**config.mk**
```make
export PLATFORM = sky130hd
export DESIGN_NAME = decimal_text_to_integer_unit
export DESIGN_NICKNAME = d
export VERILOG_FILES = /design/src/rtl/dtoi_pkg.sv /design/src/rtl/dtoi_core.sv /design/src/rtl/decimal_text_to_integer_unit.sv
export SDC_FILE = /design/constraint.sdc
export NUM_CORES = 1
export LEC_CHECK = 0
export BUFFER_PORTS_ARGS = -buffer_cell sky130_fd_sc_hd__buf_2
export CAP_MARGIN = 40
export CELL_PAD_IN_SITES_DETAIL_PLACEMENT = 0
export CELL_PAD_IN_SITES_GLOBAL_PLACEMENT = 1
export CORE_ASPECT_RATIO = 0.6
export CORE_MARGIN = 10
export CORE_UTILIZATION = 32
export CTS_CLUSTER_SIZE = 20
export DETAILED_ROUTE_END_ITERATION = 16
export MAX_ROUTING_LAYER = met4
export PLACE_DENSITY = 0.66
export REMOVE_ABC_BUFFERS = 1
export SETUP_SLACK_MARGIN = 0.5
export SLEW_MARGIN = 25
export SYNTH_ARGS = -nofsm -noshare
export SYNTH_HDL_FRONTEND = slang
export SYNTH_SLANG_ARGS = --single-unit
```
**constraint.sdc**
```tcl
create_clock -name clk -period 8.36 [get_ports clk]
set_clock_uncertainty 0.05 [all_clocks]
set_input_delay 0.836 -clock clk [delete_from_list [all_inputs] [get_ports clk]]
set_output_delay 0.836 -clock clk [all_outputs]
set_load 0.03 [all_outputs]
```
**src/rtl/dtoi_pkg.sv**
```systemverilog
package dtoi_pkg;

	localparam logic [7:0] CH_PLUS  = 8'h2B;
	localparam logic [7:0] CH_MINUS = 8'h2D;
	localparam logic [7:0] CH_ZERO  = 8'h30;
	localparam logic [7:0] CH_NINE  = 8'h39;

	localparam logic [4:0] LEN_NARROW = 5'd11;
	localparam logic [4:0] LEN_WIDE   = 5'd20;
	localparam logic [4:0] POS_MAX    = 5'd31;

	localparam logic [63:0] HALF_NARROW = 64'h0000_0000_8000_0000;
	localparam logic [63:0] HALF_WIDE   = 64'h8000_0000_0000_0000;

	typedef enum logic [1:0] {
		ERR_NONE     = 2'd0,
		ERR_BAD_CHAR = 2'd1,
		ERR_TOO_LONG = 2'd2,
		ERR_OVERFLOW = 2'd3
	} err_kind_t;

	typedef struct packed {
		logic [63:0] magnitude;
		logic        negative;
		logic [4:0]  position;
		logic        first_is_sign;
		err_kind_t   sticky;
	} dtoi_state_t;

	typedef struct packed {
		logic        ok;
		logic [63:0] value;
		err_kind_t   kind;
	} dtoi_result_t;

endpackage

```
**src/rtl/dtoi_core.sv**
```systemverilog
module dtoi_core import dtoi_pkg::*; (
	input  dtoi_state_t  cur,
	input  logic [7:0]   char_code,
	input  logic         last_char,
	input  logic         wide,
	output dtoi_state_t  nxt,
	output dtoi_result_t res
);

	logic        is_sign;
	logic        is_digit;
	logic [3:0]  digit;
	logic [63:0] half;
	logic [63:0] lim_step;
	logic [63:0] lim_final;
	logic [67:0] scaled;
	logic        step_ovf;
	logic        neg_n;
	logic        first_n;
	logic [63:0] mag_n;
	logic [4:0]  pos_n;
	logic [4:0]  len_limit;
	err_kind_t   sticky_n;
	err_kind_t   kind;

	assign is_sign  = (cur.position == 5'd0) && ((char_code == CH_MINUS) || (char_code == CH_PLUS));
	assign is_digit = (char_code >= CH_ZERO) && (char_code <= CH_NINE);
	assign digit    = 4'(char_code - CH_ZERO);
	assign half     = wide ? HALF_WIDE : HALF_NARROW;

	// m*10 + d in 68 bits so the compare sees the true value before any wrap
	assign lim_step = half - {63'd0, ~cur.negative};
	assign scaled   = {1'b0, cur.magnitude, 3'b000} + {3'b000, cur.magnitude, 1'b0}
	                + {64'd0, digit};
	assign step_ovf = scaled > {4'd0, lim_step};

	always_comb begin
		neg_n    = cur.negative;
		first_n  = cur.first_is_sign;
		mag_n    = cur.magnitude;
		sticky_n = cur.sticky;
		if (is_sign) begin
			first_n = 1'b1;
			neg_n   = (char_code == CH_MINUS);
		end else if (is_digit) begin
			if (cur.sticky == ERR_NONE) begin
				if (step_ovf) sticky_n = ERR_OVERFLOW;
				else mag_n = scaled[63:0];
			end
		end else begin
			sticky_n = ERR_BAD_CHAR;
		end
	end

	assign pos_n     = (cur.position < POS_MAX) ? cur.position + 5'd1 : cur.position;
	assign len_limit = wide ? LEN_WIDE : LEN_NARROW;
	assign lim_final = half - {63'd0, ~neg_n};

	// recheck the magnitude against the current width and apply the length limit at the end of the string
	always_comb begin
		kind = sticky_n;
		if (kind == ERR_NONE && mag_n > lim_final) kind = ERR_OVERFLOW;
		if (pos_n > len_limit || (pos_n == len_limit && !first_n)) kind = ERR_TOO_LONG;
	end

	always_comb begin
		res.ok    = (kind == ERR_NONE);
		res.kind  = kind;
		res.value = 64'd0;
		if (kind == ERR_NONE) res.value = neg_n ? (64'd0 - mag_n) : mag_n;
	end

	always_comb begin
		if (last_char) begin
			nxt = '0;
		end else begin
			nxt.magnitude     = mag_n;
			nxt.negative      = neg_n;
			nxt.position      = pos_n;
			nxt.first_is_sign = first_n;
			nxt.sticky        = sticky_n;
		end
	end

endmodule

```
**src/rtl/decimal_text_to_integer_unit.sv**
```systemverilog
// Streaming decimal text to signed integer converter. Characters arrive one
// per transaction on the char channel, the final one flagged by last_char; an
// optional leading '+' or '-' is followed by digits only. One character is
// taken every clock cycle with no bubbles between strings; only a last
// character waits on a stalled result. The rate is set by the magnitude
// register loop: one 64-bit multiply-by-ten, add and limit compare per
// cycle. Each string yields one result transaction, registered once the
// result channel is free. wide_mode (reset 1) picks a 64-bit result with a
// 20-character limit, or a 32-bit result with an 11-character limit; the
// full length is allowed only with a leading sign. On error ok is 0, value
// is 0 and error_kind gives bad character (1), too long (2) or overflow (3).
// Write wide_mode only while no string is in flight.
module decimal_text_to_integer_unit import dtoi_pkg::*; (
	input  logic               clk,
	input  logic               arst_n,
	input  logic               wide_mode_we,
	input  logic               wide_mode_wdata,
	input  logic               char_valid,
	output logic               char_stall,
	input  logic [7:0]         char_code,
	input  logic               last_char,
	output logic               result_valid,
	input  logic               result_stall,
	output logic               ok,
	output logic signed [63:0] value,
	output logic [1:0]         error_kind
);

	logic         wide_mode_q;
	dtoi_state_t  state_q;
	dtoi_state_t  state_n;
	dtoi_result_t res;
	logic         valid_s1;
	logic [7:0]   char_s1;
	logic         last_s1;
	logic         result_valid_q;
	dtoi_result_t result_q;
	logic         out_free;
	logic         consume_s1;
	logic         load_s1;

	assign out_free   = !result_valid_q || !result_stall;
	assign consume_s1 = valid_s1 && (!last_s1 || out_free);
	assign char_stall = valid_s1 && !consume_s1;
	assign load_s1    = char_valid && !char_stall;

	dtoi_core u_core (
		.cur       (state_q),
		.char_code (char_s1),
		.last_char (last_s1),
		.wide      (wide_mode_q),
		.nxt       (state_n),
		.res       (res)
	);

	always_ff @(posedge clk or negedge arst_n) begin
		if (!arst_n) begin
			wide_mode_q <= 1'b1;
		end else if (wide_mode_we) begin
			wide_mode_q <= wide_mode_wdata;
		end
	end

	always_ff @(posedge clk or negedge arst_n) begin
		if (!arst_n) begin
			valid_s1       <= 1'b0;
			state_q        <= '0;
			result_valid_q <= 1'b0;
		end else begin
			if (load_s1) valid_s1 <= 1'b1;
			else if (consume_s1) valid_s1 <= 1'b0;
			if (consume_s1) state_q <= state_n;
			if (consume_s1 && last_s1) result_valid_q <= 1'b1;
			else if (!result_stall) result_valid_q <= 1'b0;
		end
	end

	always_ff @(posedge clk) begin
		if (load_s1) begin
			char_s1 <= char_code;
			last_s1 <= last_char;
		end
		if (consume_s1 && last_s1) result_q <= res;
	end

	assign result_valid = result_valid_q;
	assign ok           = result_q.ok;
	assign value        = result_q.value;
	assign error_kind   = result_q.kind;

endmodule

```
Word-level counts from Yosys, hierarchy flattened
Cells that the tools add are included.
{"block": "word_totals", "reg_bits": 152, "input_bits": 15, "out_inout_bits": 69}
{"block": "op_classes", "n_addsub": 7, "magnitude_cmp": 6, "eq_ne": 4, "mux": 21, "bitwise": 2, "n_reduce_logical": 23}
{"operator": "64-bit 2-to-1 mux", "n": 6}
{"operator": "64-bit by 1-bit subtractor with 64-bit output", "n": 2}
{"operator": "73-bit 2-to-1 mux", "n": 1}
{"operator": "67-bit by 65-bit adder with 68-bit output", "n": 1}
{"operator": "68-bit by 4-bit adder with 68-bit output", "n": 1}
{"operator": "68-bit by 64-bit greater-than comparator with 1-bit output", "n": 1}
{"operator": "64-bit greater-than comparator", "n": 1}
{"operator": "1-bit by 64-bit subtractor with 64-bit output (first input constant)", "n": 1}
{"operator": "8-bit by 6-bit == test with 1-bit output (second input constant)", "n": 2}
{"operator": "2-bit 2-to-1 mux", "n": 6}
{"operator": "5-bit 2-to-1 mux", "n": 2}
{"operator": "8-bit by 6-bit >= comparator with 1-bit output (second input constant)", "n": 1}
{"operator": "8-bit by 6-bit less-or-equal comparator with 1-bit output (second input constant)", "n": 1}
{"operator": "1-bit logical AND", "n": 8}
{"operator": "1-bit zero test", "n": 6}
{"operator": "2-bit zero test", "n": 3}
{"operator": "1-bit 2-to-1 mux", "n": 6}
{"operator": "5-bit by 1-bit adder with 5-bit output (second input constant)", "n": 1}
{"operator": "5-bit == test", "n": 1}
{"operator": "5-bit greater-than comparator", "n": 1}
{"operator": "5-bit zero test", "n": 1}
{"operator": "5-bit less-than comparator (second input constant)", "n": 1}
{"operator": "1-bit logical OR", "n": 4}
{"operator": "4-bit by 1-bit subtractor with 4-bit output (second input constant)", "n": 1}
{"operator": "other kinds (3)", "n": 4}

Longest topological paths before layout
Gate-level depths: netlist of the first run.
{"block": "logic_depth", "word_depth": 12, "mapped_depth": 47, "mapped_depth_nobuf": 40}

Cells and area by module
Synthesis of the first run repeated with hierarchy kept, for this count alone.
{"block": "hier_totals", "cells_unflattened": 2344, "hier_area_um2": 18691.7}
{"mod": "dtoi_core", "n_inst": 1, "cells_per_inst": 1843, "area_per_inst_um2": 12441.9}
{"mod": "decimal_text_to_integer_unit", "n_inst": 1, "cells_per_inst": 501, "area_per_inst_um2": 6249.7}

Least setup slack after synthesis of the first run
Ideal clock, no wire load.
{"block": "synth_timing", "kind": "register -> register", "start": "reg state_q[9] (netlist name)", "end": "reg result_q, in the netlist value[62] (data pin)", "arrival_ns": 8.005, "required_ns": 8.050, "setup_slack_ns": 0.045, "stages_incl_launch_ff": 41, "n_path_buf": 5, "cell_sequence": "dfrtp_1 -> fa_1 -> ha_1 -> a211oi_2 -> nor4b_1 -> o21a_1 -> and4_4 -> or3_1 -> buf_2 -> and4bb_1 -> nor2_1 -> nand3_1 -> o311ai_0 -> ha_1 -> a21o_1 -> a21o_1 -> a21oi_1 -> nand2_1 -> (+5 left out) -> buf_6 -> buf_2 -> buf_2 -> buf_1 -> a21oi_1 -> ha_1 -> nand3b_1 -> or3_1 -> or3_1 -> nor2_1 -> and2_1 -> nand2_1 -> nor2_1 -> mux2i_1 -> or2_1 -> a2111oi_2 -> o21ai_0 -> nor3b_1"}
{"block": "synth_between", "elab_chain_cells": 12, "elab_cells_between_ends": 19}
{"item": "start: declaration", "line": "decimal_text_to_integer_unit.sv:30", "rtl": "dtoi_state_t state_q;"}
{"item": "start signal: assignment", "line": "decimal_text_to_integer_unit.sv:72", "rtl": "if (consume_s1) state_q <= state_n;"}
{"item": "67-bit by 65-bit adder with 68-bit output", "line": "dtoi_core.sv:33", "rtl": "assign scaled = {1'b0, cur.magnitude, 3'b000} + {3'b000, cur.magnitude, 1'b0}"}
{"item": "68-bit by 4-bit adder with 68-bit output", "line": "dtoi_core.sv:34", "rtl": "+ {64'd0, digit};"}
{"item": "68-bit by 64-bit greater-than comparator with 1-bit output", "line": "dtoi_core.sv:35", "rtl": "assign step_ovf = scaled > {4'd0, lim_step};"}
{"item": "64-bit 2-to-1 mux / 2-bit 2-to-1 mux (equally long branches)", "line": "dtoi_core.sv:47", "rtl": "if (step_ovf) sticky_n = ERR_OVERFLOW;"}
{"item": "64-bit 2-to-1 mux / 2-bit 2-to-1 mux (equally long branches)", "line": "dtoi_core.sv:46", "rtl": "if (cur.sticky == ERR_NONE) begin"}
{"item": "64-bit 2-to-1 mux / 2-bit 2-to-1 mux (equally long branches)", "line": "dtoi_core.sv:45", "rtl": "end else if (is_digit) begin"}
{"item": "64-bit 2-to-1 mux / 2-bit 2-to-1 mux (equally long branches)", "line": "dtoi_core.sv:42", "rtl": "if (is_sign) begin"}
{"item": "64-bit greater-than comparator / 2-bit zero test (equally long branches)", "line": "dtoi_core.sv:62", "rtl": "if (kind == ERR_NONE && mag_n > lim_final) kind = ERR_OVERFLOW;"}
{"item": "1-bit logical AND", "line": "dtoi_core.sv:62"}
{"item": "2-bit 2-to-1 mux", "line": "dtoi_core.sv:62"}
{"item": "2-bit 2-to-1 mux", "line": "dtoi_core.sv:63", "rtl": "if (pos_n > len_limit || (pos_n == len_limit && !first_n)) kind = ERR_TOO_LONG;"}
{"item": "2-bit zero test", "line": "dtoi_core.sv:70", "rtl": "if (kind == ERR_NONE) res.value = neg_n ? (64'd0 - mag_n) : mag_n;"}
{"item": "end signal: assignment", "line": "decimal_text_to_integer_unit.sv:83", "rtl": "if (consume_s1 && last_s1) result_q <= res;"}
{"item": "end: declaration", "line": "decimal_text_to_integer_unit.sv:37", "rtl": "dtoi_result_t result_q;"}
Parallel ways exist; a longest one is shown, timed or not.
A chain may end at the register's enable or synchronous reset.

Worst setup path after layout of the first run
{"block": "layout_timing", "start": "reg char_s1[3]", "end": "reg result_q, in the netlist value[27] (data pin)"}
{"block": "layout_between", "elab_chain_cells": 12, "elab_cells_between_ends": 33}
{"item": "start: declaration", "line": "decimal_text_to_integer_unit.sv:34", "rtl": "logic [7:0] char_s1;"}
{"item": "start signal: assignment", "line": "decimal_text_to_integer_unit.sv:80", "rtl": "char_s1 <= char_code;"}
{"item": "4-bit by 1-bit subtractor with 4-bit output", "line": "dtoi_core.sv:28", "rtl": "assign digit = 4'(char_code - CH_ZERO);"}
{"item": "68-bit by 4-bit adder with 68-bit output", "line": "dtoi_core.sv:34"}
{"item": "68-bit by 64-bit greater-than comparator with 1-bit output", "line": "dtoi_core.sv:35"}
{"item": "64-bit 2-to-1 mux / 2-bit 2-to-1 mux (equally long branches)", "line": "dtoi_core.sv:47"}
{"item": "64-bit 2-to-1 mux / 2-bit 2-to-1 mux (equally long branches)", "line": "dtoi_core.sv:46"}
{"item": "64-bit 2-to-1 mux / 2-bit 2-to-1 mux (equally long branches)", "line": "dtoi_core.sv:45"}
{"item": "64-bit 2-to-1 mux / 2-bit 2-to-1 mux (equally long branches)", "line": "dtoi_core.sv:42"}
{"item": "64-bit greater-than comparator / 2-bit zero test (equally long branches)", "line": "dtoi_core.sv:62"}
{"item": "1-bit logical AND", "line": "dtoi_core.sv:62"}
{"item": "2-bit 2-to-1 mux", "line": "dtoi_core.sv:62"}
{"item": "2-bit 2-to-1 mux", "line": "dtoi_core.sv:63"}
{"item": "2-bit zero test", "line": "dtoi_core.sv:70"}
Parallel ways exist; a longest one is shown, timed or not.

==> results.yml, run 1 <==
layout:
  layout_commonest_cell: "buf_4"
  antenna_cells: 0
  multiInputGateArea_um2: 13700
  layout_common_cells: "buf_4 (563), ha_1 (253), nand2_1 (219)"
  syn2layout_area_growth_pct: 44.7
  final_cell_area_um2: 25200
  drive_gt1_frac: 0.363
  n_fill_cell: 5280
  seqCellArea_um2: 4190
  final_cells: 3411
  nets: 2968
  final_util: 0.467
placed_design:
  gp_congestion: 0.993
  portBuffers: 83
  dp.cells: 3310
  dp_hpwl_mm: 57.0
  place_area_um2: 22400
cts:
  hold_buffers: 0
  cts_tree: "done"
  clock_sinks: 152
  cts_buffer_depth: 2
  htree_levels: 4
  clk_latency_ns: 0.49
  numCtsBuffers: 17
  root_buffer: "clkbuf_16"
  clk_pin_slew_ns: 0.08
worst_setup_path:
  cp-startpoint: "char_s1[3]$_DFFE_PP_"
  crit_top_cell: "buf_12"
  ff2ff_path_depth: 42
  r2r_setup_slack_ns: -0.06
  cp_max_fo: 7
  worstSetupEndpointType: "flop"
  r2r-start: "char_s1[3]$_DFFE_PP_"
  crit_arrival_ns: 8.71
  cp-start-kind: "flop"
  cp_top_family: "compound AO/OA/AOI/OAI gates"
  r2r_end: "value[27]$_SDFFCE_PP0P_"
  cp_slowest_cell: "fa_1"
  worst-path-buf-inv: 10
  path_class: "flop to flop"
  max_stage_delay_ns: 0.58
  crit_required_ns: 8.66
timing:
  finalSetupViolations: 53
  final.setup.worst_slack_ns: -0.0586
  fin_crit_ns: 8.42
  rsz0062_at_grt: "yes"
  hold_viol: 0
  tns_ns: -1.51
  period_share: 1.01
  worstMarginPinSlew_ns: 0.845
  slew_violations: 0
  slew_headroom: 0.425
  clock.fmax_ghz: 0.119
power_and_ir_drop:
  pwr-share-seq: 0.404
  p_comb_frac: 0.171
  powerDensity_nw_per_um2: 80.5
  p_clk_frac: 0.424
  swShare: 0.316
  p_switching_mw: 0.643
  total_power_mw: 2.03
  p_int_mw: 1.39
  irDropWorstVdd_uv: 155
  cellLeakagePower_nw: 12.8
synth:
  ys_seq_elements: 152
  syn-instance-count: 2064
  synth.area.top_cells: "ha_1 (19%), edfxtp_1 (13%), dfrtp_1 (11%), nand2_1 (4.8%), a21oi_1 (4.4%)"
  async_reset_ff_frac: 0.500
  synth_top_cell_by_area: "ha_1"
  synth_edf_count: 76
  ys_seq_area_frac: 0.240
  synth_cell_type_count: 107
  ys_warn_count: 0
  synth_flop_cell: "edfxtp_1"
  postSynthAreaPerCell_um2: 8.45
  yosysTopAreaCellShare: 0.191
  synth_area_um2: 17400
die:
  die_w_um: 321
  top_level_ports: 84
  start_util: 0.323
  std_cell_rows: 66
  die_y_um: 201
  coreArea_um2: 54100
  dieArea_um2: 64600
routing:
  routed_wl_mm: 73.6
  vias: 19000
  drt_iter0_markers: 1755
  drc: 0
  ant_nets: 0
  dr.pass1.iters: 6
  avgViaCountPerCell: 5.57
  wl_per_cell_um: 21.6
outcome:
  status: "finished with violations"
  failed_checks: "negative setup slack"
global_routing:
  grt_pass1_vias: 18200
  grt_antenna_before_repair: 1
  track_usage: 0.226
  overflow: 0
  grt_max_degree: 77
  grt_pass1_wl_mm: 110
flow_run:
  cap_violations: 0
hold_path:
  hp-class: "input pin to async pin"
[state kept, by name, indices dropped and copies added (netlist names)]
name and count:
result_valid 1, value 64, char_s1 8, ok 1
wide_mode_q 1, state_q 73, valid_s1 1, error_kind 2
last_s1 1
[power by group through the flow]
| stage | Sequential (mW) | Clock [mW] | Combinational (mW) |
|---|---|---|---|
| final | 0.822 | 0.863 | 0.348 |
| after CTS | 0.822 | 0.881 | 0.326 |
| after global placement | 0.839 | 0 | 0.291 |
| after floorplan | 0.869 | 0 | 0.134 |
| after detailed placement | 0.837 | 0 | 0.300 |
| after global routing | 0.824 | 0.910 | 0.377 |
[synthesized netlist by cell type, types with 22 or more instances]
master and n:
or3_1 31, o21ai_0 79, a21o_1 41, inv_1 84, ha_1 267, and2_1 22
mux2i_1 65, xnor2_1 74, dfrtp_1 75, o31ai_1 73, nor2_1 181, o21ai_1 27
a21oi_1 155, nand3_1 35, edfxtp_1 76, xor2_1 23, nand4_1 47, clkbuf_1 42
nand2_1 223, buf_2 24, nor3_1 56
[stage by stage]
| step | hold WS [ns] | setup WS [ns] |
|---|---|---|
| floorplan | 0.413 | -1.66 |
| global placement | 0.436 | -0.999 |
| detailed placement | 0.457 | -1.13 |
| CTS | 0.290 | 0.00675 |
| global route | 0.317 | -0.435 |
| finish | 0.303 | -0.0586 |
[kinds of logic after synthesis]
family,after synthesis,synth area share
muxes,84,0.0497
and+or+nand+nor,723,0.204
AOI/OAI and AO/OA,563,0.217
buffers and inverters,176,0.0467
DFF,152,0.240
adders and majority gates,269,0.194
xor gates and xnor gates,97,0.0487
[cell type report]
class / instances / area share
clock buffers: 19 / 0.0188
clock inverters: 13 / 0.00570
inverters: 87 / 0.0130
multi-input cells: 1736 / 0.544
flip-flops and latches: 152 / 0.166
well taps: 714 / 0.0354
repair buffers: 690 / 0.217
[layer usage]
layer	up-vias	GRT usage	routed length [um]	part of all wire
met1	9222	0.345	37700	0.51
li1	8992	-	-	-
met4	0	0.0384	869	0.012
met3	53	0.0675	7760	0.11
met5	-	-	0	0
met2	749	0.283	27200	0.37
[worst max-delay path by stage]
stage / to / cells past startpoint
2_1_floorplan: value[62]$_SDFFCE_PP0P_ / 36
3_3_place_gp: value[8]$_SDFFCE_PP0P_ / 41
3_5_place_dp: value[4]$_SDFFCE_PP0P_ / 41
4_1_cts: value[39]$_SDFFCE_PP0P_ / 45
5_1_grt: value[8]$_SDFFCE_PP0P_ / 45
6_report: value[27]$_SDFFCE_PP0P_ / 42
[timing repair]
action                                 in CTS  in global routing
endpoints found under the hold margin       0                  0
gates resized for setup                   223                101
pin swaps                                  68                 27
setup buffers                              46                 11
cloned                                      5                  3
setup endpoints to repair                  67                 67
Power figures use the tool's default switching activity.
==> inputs of run 2 (changes only) <==
--- a/config.mk
+++ b/config.mk
@@ -12,10 +12,11 @@
 export CORE_ASPECT_RATIO = 0.6
 export CORE_MARGIN = 10
 export CORE_UTILIZATION = 32
+export CTS_CLUSTER_DIAMETER = 30
 export CTS_CLUSTER_SIZE = 20
 export DETAILED_ROUTE_END_ITERATION = 16
 export MAX_ROUTING_LAYER = met4
-export PLACE_DENSITY = 0.66
+export PLACE_DENSITY = 0.64
 export REMOVE_ABC_BUFFERS = 1
 export SETUP_SLACK_MARGIN = 0.5
 export SLEW_MARGIN = 25
==> constraint.sdc (replaced) <==
create_clock -name clk -period 10.4 [get_ports clk]
set_clock_uncertainty 0.05 [all_clocks]
set_input_delay 1.04 -clock clk [delete_from_list [all_inputs] [get_ports clk]]
set_output_delay 1.04 -clock clk [all_outputs]
set_load 0.03 [all_outputs]
==> run 2 against run 1 <==
The flow now finishes without violations. Worst hold slack gained 0.15 ns. Clock-buffer cell count stayed put. First-iteration DRC count is 5.3% lower. Global-route usage shrank 2.3 points. Clock power decreased by 24%. Maximum frequency fell by 11%. Core utilization shrank 11 points. Total power decreased by 24%.
==> results.yml, run 2 (synthesis results as in run 1) <==
routing:
  avgViaCountPerCell: 5.73
  wl_per_cell_um: 22.9
  routed_wl_mm: 65.5
  vias: 16400
  ant_nets: 0
  dr.pass1.iters: 5
  drc: 0
  drt_iter0_markers: 1662
worst_setup_path:
  crit_arrival_ns: 9.75
  max_stage_delay_ns: 0.57
  cp_slowest_cell: "fa_1"
  r2r-start: "state_q[11]$_DFFE_PN0P_"
  worstSetupEndpointType: "flop"
  cp-startpoint: "state_q[11]$_DFFE_PN0P_"
  cp-start-kind: "flop"
  cp_max_fo: 35
  path_class: "flop to flop"
  crit_required_ns: 10.65
flow_run:
  cap_violations: 0
placed_design:
  portBuffers: 83
  preCtsSetupSlack_ns: 0.276
  dp_hpwl_mm: 52.0
  gp_congestion: 0.962
timing:
  slew_violations: 0
  tns_ns: 0
  rsz0062_at_grt: "no"
  period_share: 0.913
  clock.fmax_ghz: 0.105
  slew_headroom: 0.441
  final.setup.worst_slack_ns: 0.907
  fin_crit_ns: 9.49
  finalSetupViolations: 0
  worstMarginPinSlew_ns: 0.833
  hold_viol: 0
  holdWs_ns: 0.456
cts:
  clk_pin_slew_ns: 0.07
  clock_sinks: 152
  htree_levels: 4
  cts_tree: "done"
  root_buffer: "clkbuf_16"
  cts_buffer_depth: 2
  numCtsBuffers: 17
  hold_buffers: 0
  clk_latency_ns: 0.50
power_and_ir_drop:
  powerDensity_nw_per_um2: 79.3
  irDropWorstVdd_uv: 128
  cellLeakagePower_nw: 9.78
  total_power_mw: 1.54
layout:
  top_register: "state_q"
  layout_commonest_cell: "ha_1"
  largest_reg_flops: 73
  antenna_cells: 0
  layout_common_cells: "ha_1 (266), nand2_1 (222), nor2_1 (180)"
  n_fill_cell: 5612
  drive_gt1_frac: 0.123
  syn2layout_area_growth_pct: 11.6
  nets: 2415
global_routing:
  gr-usage-met2: 0.231
  grt_pass1_vias: 15200
  grt_pass1_wl_mm: 98.0
  overflow: 0
  grt_max_degree: 71
  grtUsageMet1: 0.328
  track_usage: 0.203
  top_usage_layer: "met1"
  grt_util_met3: 0.0582
  grt_antenna_before_repair: 3
die:
  top_level_ports: 84
  die_y_um: 201
  die_w_um: 321
  std_cell_rows: 66
  coreArea_um2: 54100
  start_util: 0.323
  dieArea_um2: 64600
hold_path:
  hold_path_startpoint: "state_q[2]$_DFFE_PN0P_"
  hp-class: "flop to flop"
outcome:
  status: "finished clean"
==> run 2: cell count changes in the layout (fill, tap and decap cells not counted), moves of 11 or more <==
cell     change
ha_1        +13
buf_4      -524
a21oi_1     +11
buf_12      -13
ha_4        -11
nor2_4      -40
mux2i_1     +13
buf_6       -11
nor2_2      -21
nor2_1      +61
==> run 2: final timing paths <==
check,endpoint,slack [ns],cells after the start
setup / recovery,value[62]$_SDFFCE_PP0P_,0.91,40
hold / removal,state_q[2]$_DFFE_PN0P_,0.46,2
setup reg to reg,value[62]$_SDFFCE_PP0P_,0.91,40
hold reg to reg,state_q[2]$_DFFE_PN0P_,0.46,2
max in group asynchronous,state_q[27]$_DFFE_PN0P_,8.71,2
min in group asynchronous,state_q[63]$_DFFE_PN0P_,0.48,1
==> run 2: layer usage <==
| metal | vias up | routed length, um |
|---|---|---|
| li1 | 7877 | - |
| met1 | 7865 | 36600 |
| met2 | 598 | 22200 |
| met3 | 47 | 5850 |
| met4 | 0 | 903 |
| met5 | - | 0 |
==> run 2: cell type report <==
class                   count  area [um2]  area share
inverters                  87         328      0.0168
clock buffers              19         475      0.0244
clock inverters            13         109     0.00559
flip-flops and latches    152        4190       0.215
well taps                 714         893      0.0459
repair buffers            137         890      0.0457
multi-input cells        1736       12600       0.647
==> run 2: power breakdown <==
part	switching, mW	total (mW)	internal [mW]	leakage (nW)
combinational	0.168	0.231	0.0638	7.71
sequential	0.0111	0.661	0.650	1.79
clock	0.312	0.652	0.340	0.286
total	0.491	1.54	1.05	9.78
==> run 2: timing repair <==
action	4_1_cts	5_1_grt
resized for setup	3	37
pin swaps	0	5
cloned	0	1
setup buffers	0	5
setup endpoints to repair	66	67
==> run 2: worst max-delay path, delay by kind of cell, from the launching register on <==
kind | cells | cell delay (ns)
AOI/OAI and AO/OA | 20 | 4.12
xor gates and xnor gates | 1 | 0.31
adders and majority gates | 4 | 1.67
buffers and inverters | 6 | 1.06
DFF | 1 | 0.47
muxes | 1 | 0.26
and+or+nand+nor | 8 | 1.28
==> run 2: metrics by stage <==
stage	utilization	std cells	instance area, um2
6_report	0.360	2858	19500
5_1_grt	0.360	2858	19500
4_1_cts	0.355	2846	19200
3_5_place_dp	0.344	2814	18600
3_3_place_gp	0.343	2808	18600
2_1_floorplan	-	1975	17000
==> inputs of run 3 (changes only) <==
==> constraint.sdc (replaced) <==
create_clock -name clk -period 10.4 [get_ports clk]
set_clock_uncertainty 0.05 [all_clocks]
set_input_delay 2.08 -clock clk [delete_from_list [all_inputs] [get_ports clk]]
set_output_delay 2.08 -clock clk [all_outputs]
set_load 0.03 [all_outputs]
==> run 3 against run 2 <==
Register-to-register slack improved by 0.06 ns. Clock-buffer cell count did not move. Total power down 0.84%. Largest power group unchanged. Highest routed layer unchanged.
==> results.yml, run 3 (synthesis results as in run 1) <==
routing:
  routed_wl_mm: 64.9
  drt_iter0_markers: 1702
  avgViaCountPerCell: 5.72
  vias: 16300
  ant_nets: 0
  dr.pass1.iters: 5
  drc: 0
  wl_per_cell_um: 22.7
timing:
  clock.fmax_ghz: 0.106
  hold_viol: 0
  slew_headroom: 0.386
  period_share: 0.907
  slew_violations: 0
  holdWs_ns: 0.453
  fin_crit_ns: 9.43
  worstMarginPinSlew_ns: 0.908
  rsz0062_at_grt: "yes"
  tns_ns: 0
  finalSetupViolations: 0
layout:
  drive_gt1_frac: 0.120
  layout_commonest_cell: "ha_1"
  top_register: "state_q"
  layout_common_cells: "ha_1 (267), nand2_1 (222), nor2_1 (180)"
  nets: 2413
  syn2layout_area_growth_pct: 10.9
  largest_reg_flops: 73
  final_util: 0.358
  antenna_cells: 0
power_and_ir_drop:
  cellLeakagePower_nw: 9.75
  powerDensity_nw_per_um2: 79.1
  irDropWorstVdd_uv: 135
cts:
  cts_buffer_depth: 2
  clk_latency_ns: 0.50
  clk_pin_slew_ns: 0.07
  hold_buffers: 0
  clock_sinks: 152
  htree_levels: 4
  root_buffer: "clkbuf_16"
  cts_tree: "done"
  numCtsBuffers: 17
hold_path:
  hp-class: "flop to flop"
  hold_depth: 2
  hold_path_startpoint: "state_q[2]$_DFFE_PN0P_"
placed_design:
  portBuffers: 83
  dp_hpwl_mm: 52.0
  gp_congestion: 0.962
die:
  die_w_um: 321
  dieArea_um2: 64600
  top_level_ports: 84
  std_cell_rows: 66
  die_y_um: 201
  start_util: 0.323
  coreArea_um2: 54100
worst_setup_path:
  max_stage_delay_ns: 0.54
  cp_max_fo: 70
  cp-start-kind: "flop"
  ff2ff_path_depth: 41
  cp_slowest_cell: "fa_1"
  crit_required_ns: 10.67
  cp-startpoint: "state_q[9]$_DFFE_PN0P_"
  r2r-start: "state_q[9]$_DFFE_PN0P_"
  path_class: "flop to flop"
  crit_arrival_ns: 9.71
  worstSetupEndpointType: "flop"
global_routing:
  grt_pass1_wl_mm: 97.9
  grt_antenna_before_repair: 4
  track_usage: 0.203
  grt_max_degree: 71
  grt_pass1_vias: 15200
  overflow: 0
outcome:
  status: "finished clean"
flow_run:
  cap_violations: 0
==> run 3: cell types whose count changed in the layout (fill, tap and decap cells not counted), moves of 2 or more <==
cell,delta
clkinvlp_4,-2
inv_4,+2
clkbuf_16,-2
inv_6,+3
==> run 3: cell type report <==
type,count,area [um2]
well taps,714,893
inverters,87,328
multi-input cells,1736,12600
clock inverters,13,108
clock buffers,19,454
repair buffers,135,827
fillers,5630,34700
flip-flops and latches,152,4190
==> run 3: repair_timing <==
| action | CTS | global route |
|---|---|---|
| buffers inserted | 0 | 4 |
| pin swaps | 0 | 3 |
| resized for setup | 3 | 24 |
| endpoints found under the setup margin | 66 | 67 |
==> run 3: worst max-delay path, delay by kind of cell (launching register included) <==
family / cells / cell delay (ns)
buffers and inverters: 5 / 1.08
muxes: 1 / 0.28
adders and majority gates: 4 / 1.47
DFF: 1 / 0.45
AOI/OAI and AO/OA: 18 / 3.47
and+or+nand+nor: 13 / 2.34
==> run 3: final timing paths <==
kind	end	slack, ns
max	value[62]$_SDFFCE_PP0P_	0.97
min	state_q[2]$_DFFE_PN0P_	0.45
max reg2reg	value[62]$_SDFFCE_PP0P_	0.97
min reg2reg	state_q[2]$_DFFE_PN0P_	0.45
max in group asynchronous	state_q[27]$_DFFE_PN0P_	7.70
min in group asynchronous	state_q[63]$_DFFE_PN0P_	1.51
==> run 3: stage by stage <==
stage	worst slack (ns)	total power, mW	cell area (um2)	instances
6_report	0.968	1.53	19400	2856
5_1_grt	0.485	1.60	19400	2856
2_1_floorplan	0.380	0.806	17000	1975
4_1_cts	0.566	1.55	19200	2846
3_3_place_gp	0.338	0.894	18600	2808
3_5_place_dp	0.301	0.897	18600	2814
==> run 3: layer usage <==
metal,wire [um],track usage,vias to the layer above
li1,-,-,7855
met1,36600,0.327,7953
met2,22200,0.233,489
met3,5450,0.0594,31
met4,599,0.0325,0
met5,0,-,-
==> run 3: where the power goes <==
part,switching (mW),internal (mW)
clock,0.315,0.327
sequential,0.0112,0.650
combinational,0.166,0.0625
